### src/hdl/tst_pkg.sv
package tst_pkg;

    // table geometry: two adjacent slots share one memory row
    localparam int INDEX_BITS = 16;
    localparam int ROW_BITS   = INDEX_BITS - 1;
    localparam int ROW_COUNT  = 2 ** ROW_BITS;

    // operation codes
    localparam logic [1:0] OP_PROBE = 2'd0;
    localparam logic [1:0] OP_STORE = 2'd1;
    localparam logic [1:0] OP_CLEAR = 2'd2;

    // replacement margins
    localparam logic [3:0] SAME_KEY_MARGIN  = 4'd2;
    localparam logic [3:0] OTHER_KEY_MARGIN = 4'd4;
    localparam logic [3:0] EXACT_BONUS      = 4'd2;

    // configuration register indexes
    typedef enum logic [2:0] {
        CFG_TRANSFORM_LOW  = 3'd0,
        CFG_TRANSFORM_HIGH = 3'd1,
        CFG_EXACT_MASK     = 3'd2,
        CFG_MISS_MOVE      = 3'd3,
        CFG_MISS_EVAL      = 3'd4,
        CFG_MISS_DRAFT     = 3'd5,
        CFG_MISS_FLAGS     = 3'd6
    } cfg_idx_t;

    // sequencer states
    typedef enum logic [1:0] {
        ST_INIT,
        ST_IDLE,
        ST_EXEC,
        ST_CLEAR
    } state_t;

    // one slot, draft held apart in its own memory
    typedef struct packed {
        logic [31:0] key2;
        logic [31:0] eval;
        logic [7:0]  move_a;
        logic [7:0]  move_b;
        logic [7:0]  move_c;
        logic [7:0]  move_d;
        logic [7:0]  key1;
        logic [7:0]  sel;
        logic [7:0]  flags;
    } slot_t;

    // request held between accept and execute
    typedef struct packed {
        logic [1:0]  op;
        logic [7:0]  code1_top;
        logic [31:0] code2;
        logic        slot_bit;
        logic [31:0] score;
        logic [7:0]  move_a;
        logic [7:0]  move_b;
        logic [7:0]  move_c;
        logic [7:0]  move_d;
        logic [7:0]  flags;
        logic [7:0]  depth;
        logic [7:0]  sel;
    } req_t;

    // miss values and replacement setup
    typedef struct packed {
        logic [7:0]  exact_mask;
        logic [7:0]  miss_move;
        logic [31:0] miss_eval;
        logic [7:0]  miss_draft;
        logic [7:0]  miss_flags;
    } miss_cfg_t;

    // one result beat
    typedef struct packed {
        logic        found;
        logic        written;
        logic [31:0] eval;
        logic [7:0]  move_a;
        logic [7:0]  move_b;
        logic [7:0]  move_c;
        logic [7:0]  move_d;
        logic [7:0]  flags;
        logic [7:0]  draft;
        logic [7:0]  sel;
    } result_t;

endpackage

### src/hdl/tst_engine.sv
module tst_engine (
    input  tst_pkg::req_t            req,
    input  tst_pkg::miss_cfg_t       cfg,
    input  tst_pkg::slot_t [1:0]     row_slots,
    input  logic [1:0][7:0]          row_drafts,
    output tst_pkg::result_t         result,
    output logic                     wr_en,
    output tst_pkg::slot_t [1:0]     new_slots,
    output logic [1:0][7:0]          new_drafts
);

    logic            sel_a;
    logic            sel_b;
    logic            hit_a;
    logic            hit_b;
    logic            chosen;
    logic [3:0]      margin;
    logic            store_ok;
    tst_pkg::slot_t  new_slot;
    tst_pkg::slot_t  pick_slot;
    logic [7:0]      pick_draft;

    // slot compare and replacement choice
    always_comb begin
        sel_a = req.slot_bit;
        sel_b = ~req.slot_bit;
        hit_a = (row_slots[sel_a].key2 == req.code2) && (row_slots[sel_a].key1 == req.code1_top);
        hit_b = (row_slots[sel_b].key2 == req.code2) && (row_slots[sel_b].key1 == req.code1_top);

        if (hit_a) begin
            chosen = sel_a;
        end else if (hit_b) begin
            chosen = sel_b;
        end else if (row_drafts[sel_a] <= row_drafts[sel_b]) begin
            chosen = sel_a;
        end else begin
            chosen = sel_b;
        end

        // deeper old entries survive unless within the margin
        margin = (row_slots[chosen].key2 == req.code2) ? tst_pkg::SAME_KEY_MARGIN
                                                        : tst_pkg::OTHER_KEY_MARGIN;
        if ((req.flags & cfg.exact_mask) != 8'd0) begin
            margin = margin + tst_pkg::EXACT_BONUS;
        end
        store_ok = {1'b0, row_drafts[chosen]} <= ({1'b0, req.depth} + {5'd0, margin});

        new_slot.key2   = req.code2;
        new_slot.eval   = req.score;
        new_slot.move_a = req.move_a;
        new_slot.move_b = req.move_b;
        new_slot.move_c = req.move_c;
        new_slot.move_d = req.move_d;
        new_slot.key1   = req.code1_top;
        new_slot.sel    = req.sel;
        new_slot.flags  = req.flags;
    end

    // write-back row and result
    always_comb begin
        new_slots          = row_slots;
        new_drafts         = row_drafts;
        new_slots[chosen]  = new_slot;
        new_drafts[chosen] = req.depth;
        wr_en              = 1'b0;
        result             = '0;
        pick_slot          = row_slots[sel_a];
        pick_draft         = row_drafts[sel_a];

        case (req.op)
            tst_pkg::OP_PROBE: begin
                if (hit_a || hit_b) begin
                    if (!hit_a) begin
                        pick_slot  = row_slots[sel_b];
                        pick_draft = row_drafts[sel_b];
                    end
                    result.found  = 1'b1;
                    result.eval   = pick_slot.eval;
                    result.move_a = pick_slot.move_a;
                    result.move_b = pick_slot.move_b;
                    result.move_c = pick_slot.move_c;
                    result.move_d = pick_slot.move_d;
                    result.flags  = pick_slot.flags;
                    result.draft  = pick_draft;
                    result.sel    = pick_slot.sel;
                end else begin
                    result.eval   = cfg.miss_eval;
                    result.move_a = cfg.miss_move;
                    result.move_b = cfg.miss_move;
                    result.move_c = cfg.miss_move;
                    result.move_d = cfg.miss_move;
                    result.flags  = cfg.miss_flags;
                    result.draft  = cfg.miss_draft;
                end
            end
            tst_pkg::OP_STORE: begin
                wr_en = store_ok;
                if (store_ok) begin
                    pick_slot  = new_slot;
                    pick_draft = req.depth;
                end else begin
                    pick_slot  = row_slots[chosen];
                    pick_draft = row_drafts[chosen];
                end
                result.found   = hit_a || hit_b;
                result.written = store_ok;
                result.eval    = pick_slot.eval;
                result.move_a  = pick_slot.move_a;
                result.move_b  = pick_slot.move_b;
                result.move_c  = pick_slot.move_c;
                result.move_d  = pick_slot.move_d;
                result.flags   = pick_slot.flags;
                result.draft   = pick_draft;
                result.sel     = pick_slot.sel;
            end
            default: begin
                result = '0;
            end
        endcase
    end

endmodule

### config.mk
export PLATFORM = sky130hd
export DESIGN_NAME = tst_engine
export DESIGN_NICKNAME = d
export VERILOG_FILES = /design/src/hdl/tst_pkg.sv /design/src/hdl/tst_engine.sv
export SDC_FILE = /design/constraint.sdc
export NUM_CORES = 1
export LEC_CHECK = 0
export CAP_MARGIN = 0
export CORE_AREA = 3 3 307 309
export DETAILED_ROUTE_END_ITERATION = 8
export DIE_AREA = 0 0 310 312
export DONT_BUFFER_PORTS = 1
export PLACE_DENSITY = 0.3
export SYNTH_ARGS = -nofsm -noshare
export SYNTH_HDL_FRONTEND = slang
export SYNTH_SLANG_ARGS = --single-unit
export TNS_END_PERCENT = 10
### constraint.sdc
create_clock -name vclk -period 10.8
set_clock_uncertainty 0.1 [all_clocks]
set_input_delay 0 -clock vclk [all_inputs]
set_output_delay 0 -clock vclk [all_outputs]
set_load 0.01 [all_outputs]
# Yosys cells after proc, flatten, opt, wreduce, memory -nomap -nowiden
# Cells that the tools add are included.
[word_totals]
reg_bits = 0
output_inout_bits = 347
in_bits = 451
word_cells = 55
[classes]
n_addsub = 2
n_eq_ne = 6
n_bitwise = 2
order_cmp = 6
mux = 33
reduce_logical = 6
[ops]
columns = ["cell", "count"]
rows = [
  ["120-bit two-way mux", 7],
  ["240-bit bitwise mux", 1],
  ["88-bit two-way mux", 2],
  ["88-bit case mux with 2 select lines", 1],
  ["120-bit demux with 1-bit select", 1],
  ["32-bit equality test", 3],
  ["8-bit two-way mux", 10],
  ["80-bit two-way mux", 1],
  ["16-bit bitwise mux", 1],
  ["8-bit equality test", 2],
  ["8-bit by 4-bit adder with 9-bit output", 1],
  ["8-bit by 9-bit less-or-equal comparator with 1-bit output", 1],
  ["8-bit bitwise AND", 1],
  ["8-bit demux with 1-bit select", 1],
  ["8-bit less-or-equal comparator", 1],
  ["8-bit nonzero test", 1],
  ["1-bit by 2-bit < comparator with 1-bit output, second input constant", 3],
  ["1-bit two-way mux", 5],
  ["3-bit by 2-bit adder with 4-bit output, second input constant", 1],
  ["4-bit two-way mux", 1],
  ["1-bit logical AND", 3],
  ["3-bit two-way mux", 1],
  ["2-bit by 1-bit equality test with 1-bit output, second input constant", 1],
  ["2-bit zero test", 1],
  ["other kinds (4)", 4],
]

# Longest topological paths before layout
[logic_depth]
depth_word = 17
ltp_mapped = 32
depth_no_buf = 25

# Least setup slack after synthesis
# Ideal clock, no wire load.
[synth_timing]
kind = "input-to-output"
start = "input req[88] (netlist bit)"
end = "output result[56] (netlist bit)"
path_buffers = 6
required_ns = 10.700
path_stages = 31
path_slack_ns = 4.389
arrival_ns = 6.311
cell_sequence = "buf_4 buf_6 buf_2 mux2_2 ha_1 o41a_1 o22ai_1 o211ai_1 a211oi_1 nor3_2 buf_4 or4_1 a22oi_1 and4_1 ha_1 inv_1 ha_1 fa_1 inv_1 ha_1 o21a_1 o21a_1 o21a_1 o21a_1 o21a_1 o21a_1 o211ai_1 clkbuf_1 buf_1 nor2_1 a221o_1"
[synth_lines]
columns = ["element", "line_no", "text"]
rows = [
  ["start: declaration", "tst_engine.sv:2", "input tst_pkg::req_t req,"],
  ["end: declaration", "tst_engine.sv:6", "output tst_pkg::result_t result,"],
]

==> results by stage <==
Final layout:
- The clock buffer count in the final layout is 0.
- The area taken by flip-flops and latches is 0 µm².
- Leaving out fill and tap cells, the most frequent cell in the layout is sky130_fd_sc_hd__mux2_2.
- The number of sequential storage elements is 0.
- The final cell count without fillers is 2461.
- After the last flow step, the layout net total stands at 1739.
- Measured on the finished design, the core utilization comes to 0.123.
- Compared with the post-synthesis result, the final layout area differs by 11.0%.
- The number of fill cells is 10.6k.
- The top cell types in the final layout, fill and taps aside, are sky130_fd_sc_hd__mux2_2 (241), sky130_fd_sc_hd__nand2_1 (203), sky130_fd_sc_hd__mux2i_1 (168).
- The multi-input combinational cells in the finished layout cover a total of 9420 µm².
- The ratio of cells with drive above 1 in the final layout is 0.217.

Hold path:
- The path type of the worst min-delay path is in2out.
- The number of stages on the worst hold path is 1.
- For hold timing, the worst endpoint is new_slots[43].
- In this run the most critical hold path is launched from row_slots[43].

Global routing:
- For this run, the total global-route usage over all layers was measured as 0.128.
- The largest net degree at the start of global routing is 169.
- The first global-routing pass estimated 91200 µm of wire.
- The residual overflow from global routing is 0.
- The number of antenna violations at the first check in global routing is 10.
- The number of global-route vias before repair is 11.2k.

Synthesis:
- After synthesis, the largest family of logic cells by area is multiplexers.
- Measured against the total synthesized area, the mux share comes to 0.440.
- The sequential-to-total area share from yosys stat is 0.
- Summed over all instances, the cell type with the most area after synthesis is sky130_fd_sc_hd__mux2_2.
- The average cell area after synthesis is 7.31 µm².
- Of the total synthesized cell area, the portion taken by full adders, half adders and majority gates is 0.0218.
- The top-area cell type share of the netlist area is 0.268.
- Yosys attributes the largest share of cell area to sky130_fd_sc_hd__mux2_2 (27%), sky130_fd_sc_hd__mux2i_1 (17%), sky130_fd_sc_hd__xnor2_1 (8.0%).
- Of the total synthesized cell area, the portion taken by XOR and XNOR cells is 0.108.
- The unique cell type count in the Yosys netlist is 56.
- The total of warnings raised by yosys is 0.
- The post-synthesis compound-gate area fraction is 0.190.
- Of the total synthesized cell area, the portion taken by AND, OR, NAND and NOR gates is 0.165.
- The post-synthesis net count is 1849.
- Summing every instance area after synthesis gives 10100 µm².
- The gate count of the mapped netlist is 1385.

Clocking:
- The number of gates given a new drive strength after cts is 0.

Critical path:
- The dominant cell type by count on the critical path is sky130_fd_sc_hd__ha_1.
- The slowest stage of the critical path is the sky130_fd_sc_hd__o22ai_2 cell.
- The kind of critical path is in2out.
- The logic depth of the worst path, buffers included is 25.
- The peak per-stage delay on the critical path is 1.01 ns.
- Broken down by cell family, the worst path's largest delay share belongs to simple AND/OR/NAND/NOR gates.
- The critical path contains buffers and inverters numbering 2 combined.
- The maximum fanout along the worst path is 168.
- The type of origin of the critical path is an input port.
- The worst path required time is 10.70 ns.
- Data on the critical path arrives at its endpoint at 7.96 ns.
- The endpoint kind of the worst setup timing path is an output port.

STA:
- Of the available clock period, the critical path in the final layout requires 0.746.
- The number of failing hold endpoints at the final stage came to 0.
- The worst pin sits at a relative slew slack of 0.182.
- The shortest clock period the worst path allows after layout is 8.06 ns.
- The setup slack of the critical path after layout is 2.74 ns.
- The maximum clock frequency is 0.124 GHz.
- Setup violations remaining at the end of the flow were counted as 0.
- For the pin with the worst max-slew slack, the measured transition is 1.23 ns.
- The number of max-slew violations in the final report is 0.
- The aggregate negative setup slack is 0 ns.
- Setup repair after global routing left no endpoint under its margin.

Die:
- The die outline area is 96700 µm².
- The placeable core area is 91700 µm².
- For this design the top-level I/O count stands at 798.
- Row generation in the floorplan step produced 111 rows.
- The y dimension of the die is 312 µm.
- The effective utilization at floorplan is 0.110.
- The die boundary width is 310 µm.

Placed design:
- During placement, the flow inserted port buffers numbering 0.
- Before CTS, the worst setup slack after placement is 2.63 ns.
- The placed instance count is 2458.
- Summed over all nets, the half-perimeter wirelength after detailed placement is 56000 µm.
- Routability-driven placement finished with a final weighted congestion of 0.881.

Drt:
- The average routed wire per standard cell is 27.3 µm.
- The count of nets left with antenna violations once routing finished came out at 0.
- Summing over every cut layer, the via total after detailed routing is 11.0k.
- Dividing the detail-routed via count by the number of cells gives 4.48.
- The number of iterations in the first detailed-routing pass is 7.
- For this block, the initial DRC count from the detailed router was 861.
- The count of unresolved DRC violations after routing is 0.
- The final layout contains routed wiring with a total length of 67300 µm.

Outcome:
- The flow ran to the end, and the final reports show no timing, DRC or antenna violations.

Run:
- The number of max-capacitance violations reported is 0.
metrics by stage:
step | area (µm²) | hold slack, ns
floorplan | 10100 | -0.0536
global placement | 11200 | -0.00321
detailed placement | 11200 | -0.00456
CTS | 11200 | 0.0544
global route | 11200 | 0.0551
finish | 11200 | 0.0535
per-layer routing:
metal / global-route usage / wire, µm / up-vias / share of wire
met3: 0.0291 / 5380 / 49 / 0.080
met4: 0.0177 / 1140 / 6 / 0.017
met5: 0 / 47 / - / 0.00070
met1: 0.154 / 26500 / 5479 / 0.39
met2: 0.235 / 34200 / 596 / 0.51
li1: - / - / 4901 / -
worst max-delay path by stage:
stage	from	slack (ns)	endpoint
after global routing	req[88]	2.13	result[72]
after CTS	req[88]	2.57	result[70]
after detailed placement	req[88]	2.63	result[72]
final	req[88]	2.74	result[4]
after floorplan	req[88]	4.39	result[56]
after global placement	req[88]	2.46	result[72]
cell usage after synthesis (all sizes together) (2+ instances only):
| cell type | instances |
|---|---|
| or2 | 2 |
| xor2 | 32 |
| o21a | 6 |
| nand4 | 14 |
| xnor2 | 93 |
| o22ai | 21 |
| a31oi | 98 |
| a211oi | 3 |
| a311oi | 6 |
| nor3 | 5 |
| ha | 12 |
| nor2 | 79 |
| nor2b | 10 |
| o211ai | 3 |
| clkbuf | 74 |
| nand2 | 203 |
| inv | 36 |
| buf | 59 |
| and4 | 2 |
| a22oi | 5 |
| a222oi | 2 |
| maj3 | 5 |
| nor4 | 30 |
| nand3 | 11 |
| nand2b | 7 |
| nor3b | 2 |
| a2111oi | 3 |
| mux2i | 168 |
| a221o | 47 |
| and3 | 9 |
| mux2 | 246 |
| o21ai | 75 |
| a21oi | 2 |
logic make-up after synthesis:
group / after synthesis
fa+ha+maj: 18
xor+xnor: 125
buf+inv: 169
mux: 414
compound gates: 282
simple gates: 377
cell type report:
cell class	instances	area share
tap	1186	0.132
inverter	36	0.0120
multi-input combinational	1216	0.839
timing repair buffer	21	0.0165
antenna	2	0.000446
repair_timing:
item,4_1_cts,5_1_grt
hold buffers,1,0
endpoints found under the setup margin,0,0
buffers inserted,0,0
endpoints found under the hold margin,1,0
